<file path="src/rtl/core/crcfr_pkg.sv">
package crcfr_pkg;

    localparam logic [15:0] CRC_INIT    = 16'hFFFF;
    localparam logic [15:0] CRC_POLY    = 16'hA001;
    localparam logic [7:0]  MIN_LEN     = 8'd5;
    localparam logic [7:0]  HEAD_RESET  = 8'hAA;
    localparam logic [7:0]  TAIL_RESET  = 8'h55;
    localparam logic [8:0]  LIMIT_RESET = 9'd80;
    localparam int          QUEUE_DEPTH_DEF = 4;

    // configuration register indexes
    localparam logic [1:0] CFG_HEAD  = 2'd0;
    localparam logic [1:0] CFG_TAIL  = 2'd1;
    localparam logic [1:0] CFG_LIMIT = 2'd2;

    typedef enum logic [1:0] {
        PH_HUNT,
        PH_LEN,
        PH_BODY
    } phase_t;

    typedef enum logic [1:0] {
        VERDICT_RUN,
        VERDICT_GOOD,
        VERDICT_CHECK,
        VERDICT_TAIL
    } verdict_t;

    // one queued output job; two_words also emits byte1 at position 1
    typedef struct packed {
        logic     two_words;
        logic [7:0] byte0;
        logic [7:0] pos;
        logic     eof;
        verdict_t verdict;
        logic [7:0] byte1;
    } crcfr_op_t;

    // CRC-16/MODBUS, one byte, reflected
    function automatic logic [15:0] crc16_byte(input logic [15:0] crc, input logic [7:0] b);
        logic [15:0] c;
        c = crc ^ {8'h00, b};
        for (int k = 0; k < 8; k++)
        begin
            if (c[0])
                c = (c >> 1) ^ CRC_POLY;
            else
                c = c >> 1;
        end
        return c;
    endfunction

endpackage

</file>
<file path="src/rtl/core/crcfr_front.sv">
module crcfr_front (
    input  logic                 clk,
    input  logic                 rst_n,
    input  logic                 cfg_we,
    input  logic [1:0]           cfg_index,
    input  logic [8:0]           cfg_data,
    input  logic                 accept,
    input  logic [7:0]           rx_byte,
    output logic                 push,
    output crcfr_pkg::crcfr_op_t op
);
    import crcfr_pkg::*;

    phase_t      phase_reg, phase_next;
    logic [7:0]  cnt_reg, cnt_next;
    logic [7:0]  len_reg, len_next;
    logic [15:0] crc_reg, crc_next;
    logic        chk_reg, chk_next;
    logic [7:0]  shead_reg, shead_next;
    logic [7:0]  head_cfg_reg;
    logic [7:0]  tail_cfg_reg;
    logic [8:0]  limit_cfg_reg;

    logic       is_head, len_ok;
    logic [8:0] pos9, len9, pos_p3, pos_p2;
    logic       is_crc, is_lo, is_hi, is_last;

    always_ff @(posedge clk or negedge rst_n)
    begin
        if (!rst_n)
        begin
            head_cfg_reg  <= HEAD_RESET;
            tail_cfg_reg  <= TAIL_RESET;
            limit_cfg_reg <= LIMIT_RESET;
        end
        else if (cfg_we)
        begin
            unique case (cfg_index)
                CFG_HEAD:  head_cfg_reg  <= cfg_data[7:0];
                CFG_TAIL:  tail_cfg_reg  <= cfg_data[7:0];
                CFG_LIMIT: limit_cfg_reg <= cfg_data;
                default:   ;
            endcase
        end
    end

    assign is_head = (rx_byte == head_cfg_reg);
    assign len_ok  = (rx_byte >= MIN_LEN) && ({1'b0, rx_byte} < limit_cfg_reg);
    assign pos9    = {1'b0, cnt_reg};
    assign len9    = {1'b0, len_reg};
    assign pos_p3  = pos9 + 9'd3;
    assign pos_p2  = pos9 + 9'd2;
    assign is_crc  = (pos_p3 < len9);
    assign is_lo   = (pos_p3 == len9);
    assign is_hi   = (pos_p2 == len9);
    assign is_last = !is_crc && !is_lo && !is_hi;

    always_comb
    begin
        phase_next = phase_reg;
        if (accept)
        begin
            unique case (phase_reg)
                PH_LEN:
                begin
                    if (len_ok)
                        phase_next = PH_BODY;
                    else if (is_head)
                        phase_next = PH_LEN;
                    else
                        phase_next = PH_HUNT;
                end
                PH_BODY:
                begin
                    if (is_last)
                        phase_next = PH_HUNT;
                end
                default:
                    phase_next = is_head ? PH_LEN : PH_HUNT;
            endcase
        end
    end

    always_comb
    begin
        cnt_next   = cnt_reg;
        len_next   = len_reg;
        crc_next   = crc_reg;
        chk_next   = chk_reg;
        shead_next = shead_reg;
        push       = 1'b0;
        op.two_words = 1'b0;
        op.byte0     = rx_byte;
        op.pos       = cnt_reg;
        op.eof       = 1'b0;
        op.verdict   = VERDICT_RUN;
        op.byte1     = rx_byte;
        if (accept)
        begin
            unique case (phase_reg)
                PH_LEN:
                begin
                    if (len_ok)
                    begin
                        push         = 1'b1;
                        op.two_words = 1'b1;
                        op.byte0     = shead_reg;
                        op.pos       = 8'd0;
                        len_next     = rx_byte;
                        crc_next     = crc16_byte(crc_reg, rx_byte);
                        cnt_next     = 8'd2;
                    end
                    else if (is_head)
                    begin
                        shead_next = rx_byte;
                        cnt_next   = 8'd1;
                        len_next   = 8'd0;
                        crc_next   = crc16_byte(CRC_INIT, rx_byte);
                        chk_next   = 1'b1;
                    end
                    else
                    begin
                        cnt_next = 8'd0;
                        len_next = 8'd0;
                        crc_next = CRC_INIT;
                        chk_next = 1'b1;
                    end
                end
                PH_BODY:
                begin
                    push = 1'b1;
                    if (is_crc)
                        crc_next = crc16_byte(crc_reg, rx_byte);
                    if (is_lo && (rx_byte != crc_reg[7:0]))
                        chk_next = 1'b0;
                    if (is_hi && (rx_byte != crc_reg[15:8]))
                        chk_next = 1'b0;
                    if (is_last)
                    begin
                        op.eof = 1'b1;
                        if (!chk_reg)
                            op.verdict = VERDICT_CHECK;
                        else if (rx_byte != tail_cfg_reg)
                            op.verdict = VERDICT_TAIL;
                        else
                            op.verdict = VERDICT_GOOD;
                        cnt_next = 8'd0;
                        len_next = 8'd0;
                        crc_next = CRC_INIT;
                        chk_next = 1'b1;
                    end
                    else
                        cnt_next = cnt_reg + 8'd1;
                end
                default:
                begin
                    if (is_head)
                    begin
                        shead_next = rx_byte;
                        cnt_next   = 8'd1;
                        len_next   = 8'd0;
                        crc_next   = crc16_byte(CRC_INIT, rx_byte);
                        chk_next   = 1'b1;
                    end
                    else
                    begin
                        cnt_next = 8'd0;
                        len_next = 8'd0;
                        crc_next = CRC_INIT;
                        chk_next = 1'b1;
                    end
                end
            endcase
        end
    end

    always_ff @(posedge clk or negedge rst_n)
    begin
        if (!rst_n)
        begin
            phase_reg <= PH_HUNT;
            cnt_reg   <= 8'd0;
            len_reg   <= 8'd0;
            crc_reg   <= CRC_INIT;
            chk_reg   <= 1'b1;
            shead_reg <= 8'd0;
        end
        else
        begin
            phase_reg <= phase_next;
            cnt_reg   <= cnt_next;
            len_reg   <= len_next;
            crc_reg   <= crc_next;
            chk_reg   <= chk_next;
            shead_reg <= shead_next;
        end
    end

endmodule

</file>
<file path="src/rtl/core/crcfr_fifo.sv">
module crcfr_fifo #(
    parameter int DEPTH = crcfr_pkg::QUEUE_DEPTH_DEF
) (
    input  logic                 clk,
    input  logic                 rst_n,
    input  logic                 push,
    input  crcfr_pkg::crcfr_op_t push_op,
    input  logic                 pop,
    output crcfr_pkg::crcfr_op_t pop_op,
    output logic                 full,
    output logic                 empty
);
    import crcfr_pkg::*;

    localparam int PTR_W = (DEPTH > 1) ? $clog2(DEPTH) : 1;
    localparam int CNT_W = $clog2(DEPTH + 1);
    localparam logic [PTR_W-1:0] LAST_PTR = PTR_W'(DEPTH - 1);

    crcfr_op_t        mem [DEPTH];
    logic [PTR_W-1:0] wr_ptr_reg, wr_ptr_next;
    logic [PTR_W-1:0] rd_ptr_reg, rd_ptr_next;
    logic [CNT_W-1:0] count_reg, count_next;
    logic             do_push, do_pop;

    assign full    = (count_reg == CNT_W'(DEPTH));
    assign empty   = (count_reg == '0);
    assign do_push = push && !full;
    assign do_pop  = pop && !empty;
    assign pop_op  = mem[rd_ptr_reg];

    always_comb
    begin
        wr_ptr_next = wr_ptr_reg;
        rd_ptr_next = rd_ptr_reg;
        count_next  = count_reg;
        if (do_push)
            wr_ptr_next = (wr_ptr_reg == LAST_PTR) ? '0 : wr_ptr_reg + 1'b1;
        if (do_pop)
            rd_ptr_next = (rd_ptr_reg == LAST_PTR) ? '0 : rd_ptr_reg + 1'b1;
        if (do_push && !do_pop)
            count_next = count_reg + 1'b1;
        else if (do_pop && !do_push)
            count_next = count_reg - 1'b1;
    end

    always_ff @(posedge clk)
    begin
        if (do_push)
            mem[wr_ptr_reg] <= push_op;
    end

    always_ff @(posedge clk or negedge rst_n)
    begin
        if (!rst_n)
        begin
            wr_ptr_reg <= '0;
            rd_ptr_reg <= '0;
            count_reg  <= '0;
        end
        else
        begin
            wr_ptr_reg <= wr_ptr_next;
            rd_ptr_reg <= rd_ptr_next;
            count_reg  <= count_next;
        end
    end

endmodule

</file>
<file path="src/rtl/core/crcfr_back.sv">
module crcfr_back (
    input  logic                 clk,
    input  logic                 rst_n,
    input  logic                 q_empty,
    input  crcfr_pkg::crcfr_op_t q_op,
    output logic                 q_pop,
    output logic                 out_valid,
    input  logic                 out_ready,
    output logic [7:0]           out_byte,
    output logic [7:0]           out_pos,
    output logic                 out_eof,
    output crcfr_pkg::verdict_t  out_verdict
);
    import crcfr_pkg::*;

    logic       valid_reg, valid_next;
    logic       pend_reg, pend_next;
    logic [7:0] pend_byte_reg, pend_byte_next;
    logic [7:0] byte_reg, byte_next;
    logic [7:0] pos_reg, pos_next;
    logic       eof_reg, eof_next;
    verdict_t   verdict_reg, verdict_next;
    logic       load_ok;

    // output register is free when empty or being drained this cycle
    assign load_ok = !valid_reg || out_ready;
    assign q_pop   = load_ok && !pend_reg && !q_empty;

    always_comb
    begin
        valid_next     = valid_reg;
        pend_next      = pend_reg;
        pend_byte_next = pend_byte_reg;
        byte_next      = byte_reg;
        pos_next       = pos_reg;
        eof_next       = eof_reg;
        verdict_next   = verdict_reg;
        if (load_ok)
        begin
            if (pend_reg)
            begin
                // length byte that followed the head
                valid_next   = 1'b1;
                pend_next    = 1'b0;
                byte_next    = pend_byte_reg;
                pos_next     = 8'd1;
                eof_next     = 1'b0;
                verdict_next = VERDICT_RUN;
            end
            else if (!q_empty)
            begin
                valid_next     = 1'b1;
                pend_next      = q_op.two_words;
                pend_byte_next = q_op.byte1;
                byte_next      = q_op.byte0;
                pos_next       = q_op.pos;
                eof_next       = q_op.eof;
                verdict_next   = q_op.verdict;
            end
            else
                valid_next = 1'b0;
        end
    end

    always_ff @(posedge clk or negedge rst_n)
    begin
        if (!rst_n)
        begin
            valid_reg <= 1'b0;
            pend_reg  <= 1'b0;
        end
        else
        begin
            valid_reg <= valid_next;
            pend_reg  <= pend_next;
        end
    end

    always_ff @(posedge clk)
    begin
        pend_byte_reg <= pend_byte_next;
        byte_reg      <= byte_next;
        pos_reg       <= pos_next;
        eof_reg       <= eof_next;
        verdict_reg   <= verdict_next;
    end

    assign out_valid   = valid_reg;
    assign out_byte    = byte_reg;
    assign out_pos     = pos_reg;
    assign out_eof     = eof_reg;
    assign out_verdict = verdict_reg;

endmodule

</file>
<file path="src/rtl/core/crc16_frame_receiver_top.sv">
// Length-prefixed frame receiver with CRC-16/MODBUS check.
// Slave stream (s_*): one received byte per word. Master stream (m_*): one
// word per echoed byte of an accepted frame: byte, position in the frame,
// tlast on the last byte and the verdict in tuser (0 running, 1 good,
// 2 check mismatch, 3 tail mismatch).
// Config port: cfg_we writes cfg_data to register cfg_index (0 head byte,
// 1 tail byte, 2 length limit); write only while the block is idle.
// Throughput: one input word per cycle while the queue has room. The parser
// updates the CRC as each byte is accepted and posts output jobs to a
// QUEUE_DEPTH-entry queue; the output stage drains one job per cycle while
// m_tready allows, the job that carries the head and length bytes together
// leaving as two words. A result word passes through the queue and the
// output register before it is valid on m_*, later if older jobs are queued.
// Head and length bytes leave as consecutive words once the length is accepted.
// Reset: hunting for the head, registers at 0xAA / 0x55 / 80, queue and
// output register empty.
// When the master side stalls, the queue fills and s_tready drops once it
// is full; no word is lost or repeated.
module crc16_frame_receiver_top #(
    parameter int QUEUE_DEPTH = crcfr_pkg::QUEUE_DEPTH_DEF
) (
    input  logic        clk,
    input  logic        rst_n,
    input  logic        cfg_we,
    input  logic [1:0]  cfg_index,
    input  logic [8:0]  cfg_data,
    input  logic        s_tvalid,
    output logic        s_tready,
    input  logic [7:0]  s_tdata,   // [7:0] rx_byte
    output logic        m_tvalid,
    input  logic        m_tready,
    output logic [15:0] m_tdata,   // [7:0] frame_byte, [15:8] byte_position
    output logic        m_tlast,   // end_of_frame
    output logic [1:0]  m_tuser    // [1:0] verdict
);
    import crcfr_pkg::*;

    logic      accept;
    logic      fr_push;
    crcfr_op_t fr_op;
    crcfr_op_t q_op;
    logic      q_full, q_empty, q_pop;
    logic [7:0] out_byte, out_pos;
    verdict_t  out_verdict;

    assign s_tready = !q_full;
    assign accept   = s_tvalid && s_tready;

    crcfr_front u_front (
        .clk       (clk),
        .rst_n     (rst_n),
        .cfg_we    (cfg_we),
        .cfg_index (cfg_index),
        .cfg_data  (cfg_data),
        .accept    (accept),
        .rx_byte   (s_tdata),
        .push      (fr_push),
        .op        (fr_op)
    );

    crcfr_fifo #(
        .DEPTH (QUEUE_DEPTH)
    ) u_fifo (
        .clk     (clk),
        .rst_n   (rst_n),
        .push    (fr_push),
        .push_op (fr_op),
        .pop     (q_pop),
        .pop_op  (q_op),
        .full    (q_full),
        .empty   (q_empty)
    );

    crcfr_back u_back (
        .clk         (clk),
        .rst_n       (rst_n),
        .q_empty     (q_empty),
        .q_op        (q_op),
        .q_pop       (q_pop),
        .out_valid   (m_tvalid),
        .out_ready   (m_tready),
        .out_byte    (out_byte),
        .out_pos     (out_pos),
        .out_eof     (m_tlast),
        .out_verdict (out_verdict)
    );

    assign m_tdata = {out_pos, out_byte};
    assign m_tuser = out_verdict;

    // a job is only ever posted when the queue has room
    a_no_push_when_full: assert property (@(posedge clk) disable iff (!rst_n)
        fr_push |-> !q_full)
        else $error("job posted to a full queue");

    // verdict is reported exactly on the last byte
    a_verdict_on_last: assert property (@(posedge clk) disable iff (!rst_n)
        m_tvalid |-> (m_tlast == (m_tuser != VERDICT_RUN)))
        else $error("verdict and end of frame disagree");

    // the head byte never closes a frame
    a_head_not_last: assert property (@(posedge clk) disable iff (!rst_n)
        (m_tvalid && (m_tdata[15:8] == 8'd0)) |-> !m_tlast)
        else $error("frame ends at position zero");

    // a job posted into an empty pipe is queued at the accepting edge and
    // loaded into the output register at the following one
    a_latency: assert property (@(posedge clk) disable iff (!rst_n)
        (fr_push && q_empty && !m_tvalid) |=> ##1 m_tvalid)
        else $error("output word missing after job posted");

endmodule
</file>
<file path="config.mk">
export PLATFORM = sky130hd
export DESIGN_NAME = crc16_frame_receiver_top
export DESIGN_NICKNAME = d
export VERILOG_FILES = /design/src/rtl/core/crcfr_pkg.sv /design/src/rtl/core/crcfr_front.sv /design/src/rtl/core/crcfr_fifo.sv /design/src/rtl/core/crcfr_back.sv /design/src/rtl/core/crc16_frame_receiver_top.sv
export SDC_FILE = /design/constraint.sdc
export NUM_CORES = 1
export LEC_CHECK = 0
export BUFFER_PORTS_ARGS = -buffer_cell sky130_fd_sc_hd__buf_2
export CELL_PAD_IN_SITES_DETAIL_PLACEMENT = 1
export CELL_PAD_IN_SITES_GLOBAL_PLACEMENT = 2
export CORE_MARGIN = 2
export CORE_UTILIZATION = 45
export CTS_BUF_LIST = sky130_fd_sc_hd__clkbuf_16
export CTS_CLUSTER_DIAMETER = 150
export CTS_CLUSTER_SIZE = 16
export DETAILED_ROUTE_END_ITERATION = 10
export PLACE_DENSITY_LB_ADDON = 0.1
export SLEW_MARGIN = 15
export SYNTH_ARGS = -nofsm -noshare
export SYNTH_HDL_FRONTEND = slang
export SYNTH_HIERARCHICAL = 1
export SYNTH_SLANG_ARGS = --single-unit
</file>
<file path="constraint.sdc">
create_clock -name clk -period 4.7 [get_ports clk]
set_input_delay 0 -clock clk [delete_from_list [all_inputs] [get_ports clk]]
set_output_delay 0 -clock clk [all_outputs]
set_load 0.03 [all_outputs]
</file>
==> results.ini <==
[grt]
grt_max_degree = 45
grt_pass1_wl_mm = 40.0
antenna_found_initial = 0
gr-total-overflow = 0
track_usage_pct = 21.2
grt_pass1_vias = 6876

[setup_path]
arrival_ns = 4.14
crit_fanout = 7
path_class = reg -> reg
worstSetupEndpointType = flop
crit_required_ns = 5.11
worst_setup_path_start_kind = flop
reg2reg_slack_ns = 0.97

[pwr]
power.switching_w = 0.00167
seqPwrFrac_pct = 48.4
combPwrFrac_pct = 26.9
clock_power_share_pct = 24.7
swShare_pct = 31.4
p_leak_nw = 4.44
internal_power_w = 0.00366
ir_worst_vdd_mv = 0.251
p_per_area_nw_per_um2 = 452

[yosys]
synth-compound-area-share_pct = 8.11
syn_inst = 772
synth_xor_area_share_pct = 5.58
synth-seq-area-share_pct = 57.9
ys_types = 80
synth_edf_count = 139
synthTopCellsByArea = edfxtp_1, dfrtp_1, dfstp_2
synth_nets = 835
syn_area_per_cell_um2 = 13.7
synth_top_family_by_area = multiplexers
yosysTopAreaCellShare_pct = 39.4
synthMuxAreaShare_pct = 11.2
synthAdderAreaFrac_pct = 4.67
yosys.area.top_type = edfxtp_1
synth-simple-area-share_pct = 8.70
ys_ff_latch = 216
synth_ff_type = edfxtp_1
async_reset_ff_share_pct = 35.6
ys_warn_count = 6
synthesis.area_um2 = 10600

[sta]
setup_viol = 0
skew_ns = 0.0273
fin_setup_tns_ns = 0
timing.final.ws_setup_ns = 0.966
min_period_ns = 3.73
post-route-period-util_pct = 79.4
max_freq_mhz = 268
hold_violations = 0
rsz0062_at_grt = no
final_max_slew_viol_count = 0
relSlewSlack_pct = 40.3
max_slew.worst_pin.slew_ns = 0.895
fin_hold_ws_ns = 0.0348

[detailed_routing]
vias = 6405
wire_per_inst_um = 22.0
drtAntennaViolNets = 0
routed_wl_mm = 25.4
drc_errors = 0
firstDrtPassIters = 4
drtIter0Drc = 275
vias_per_cell = 5.54

[clock_tree]
clockRootBuffer = clkbuf_16
cts_buffer_depth = 3
htree_levels = 1
postCtsSetupBuffers = 0
clk_pin_slew_ns = 0.08
clock-sinks = 216
numCtsBuffers = 17
clkLatencyLatePin_ns = 0.50
tritoncts = yes

[final_layout]
final_common_cell = edfxtp_1
nFillCells = 2348
final_cell_mix = edfxtp_1, inv_1, dfrtp_1
diodes = 0
largest_register_ffs = 112
syn2layout_area_growth_pct = 11.3
drive_above_1_share_pct = 24.1
nets = 889

[placed_design]
place_ws_ns = 0.965
portBuffers = 44
hpwl_mm = 17.3
gp_congestion = 0.842

[die]
dieArea_um2 = 24800
die_w_um = 157
fp.dieH_um = 157
num_rows = 56
start_util_pct = 45.4
pin_count = 45
core_um2 = 23300

[worst_hold_path]
hp-class = in -> reg

[run]
max_cap_viol_count = 0

[outcome]
status = complete, no violations

==> cell usage after synthesis, types with 4 or more instances <==
cell       number
edfxtp_1      139
dfrtp_1        50
inv_1          45
ha_1           38
mux2_2         38
o21ai_0        38
nand2_1        33
xor2_1         33
xnor2_1        32
mux4_2         28
nor2_1         28
dfstp_2        27
a21oi_1        14
and2_1         14
buf_4          14
clkbuf_1       14
nand3_1        14
buf_2          12
nand4_1        12
nor3_1          9
mux2i_1         8
nor2b_1         8
a2bb2oi_1       6
a31oi_1         6
and2b_2         6
nor4_1          6
o21ai_1         6
a21o_1          5
nand2b_1        5
a22o_1          4
o41ai_1         4
or4b_1          4
==> power groups by stage <==
| stage | Clock (W) | Combinational, W | Sequential (W) |
|---|---|---|---|
| final | 0.00132 | 0.00144 | 0.00258 |
| after global routing | 0.00143 | 0.00156 | 0.00262 |
| after CTS | 0.00138 | 0.00145 | 0.00259 |
| after detailed placement | 0 | 0.00143 | 0.00263 |
| after global placement | 0 | 0.00141 | 0.00261 |
| after floorplan | 0 | 0.000988 | 0.00266 |
==> cell families after synthesis <==
family,count (synthesis)
flip-flops,216
AND/OR/NAND/NOR,163
AO/OA/AOI/OAI,122
buffers and inverters,88
multiplexers,78
XOR/XNOR,66
adder cells (fa/ha/maj),39
==> through the flow <==
step,utilization [%],area [µm²],std cells,power [W]
global route,50.6,11800,1156,0.00562
detailed placement,47.5,11100,1105,0.00406
global placement,47.5,11100,1105,0.00402
CTS,50.5,11800,1156,0.00542
floorplan,-,10600,772,0.00365
finish,50.6,11800,1156,0.00533
==> worst max-delay path, stage by stage (launching register included) <==
cell	delay (ns)
dfstp_2	0.54
inv_1	0.05
ha_1	0.31
a21oi_1	0.15
and3_1	0.16
o21ai_1	0.12
a211o_1	0.39
a21oi_1	0.37
and2_1	0.23
nor2b_4	0.24
ha_1	0.21
inv_1	0.06
fa_1	0.37
xor2_1	0.17
nor2_1	0.11
xor2_1	0.16
==> worst paths after layout <==
path	depth (start not counted)	startpoint	endpoint
max in group asynchronous	3	rst_n	u_fifo/rd_ptr_reg[0]
setup / recovery	15	u_front/limit_cfg_reg[6]	u_fifo/count_reg[2]
hold / removal	2	s_tdata[2]	u_fifo/mem[2][2]
min in group asynchronous	2	rst_n	u_front/len_reg[7]
setup reg to reg	15	u_front/limit_cfg_reg[6]	u_fifo/count_reg[2]
hold reg to reg	2	u_front/shead_reg[4]	u_front/shead_reg[4]
==> routing by layer <==
metal / global-route usage [%] / routed length [µm]
met4: 4.59 / 463
met1: 28.6 / 11500
met2: 37.0 / 12600
met5: 0 / 0
met3: 2.59 / 813
==> repair_timing <==
item                      CTS  global route
hold endpoints to repair  105             0
resized for setup           0             0
hold buffers               21             0
==> cell type report <==
type / count / area, µm² / share of cell area [%]
flip-flops and latches: 216 / 6140 / 52.0
multi-input cells: 468 / 4080 / 34.6
repair buffers: 77 / 523 / 4.43
clock buffers: 17 / 425 / 3.61
well taps: 319 / 399 / 3.38
inverters: 46 / 173 / 1.46
clock inverters: 13 / 58.8 / 0.499
(Power assumes the default switching activity.)
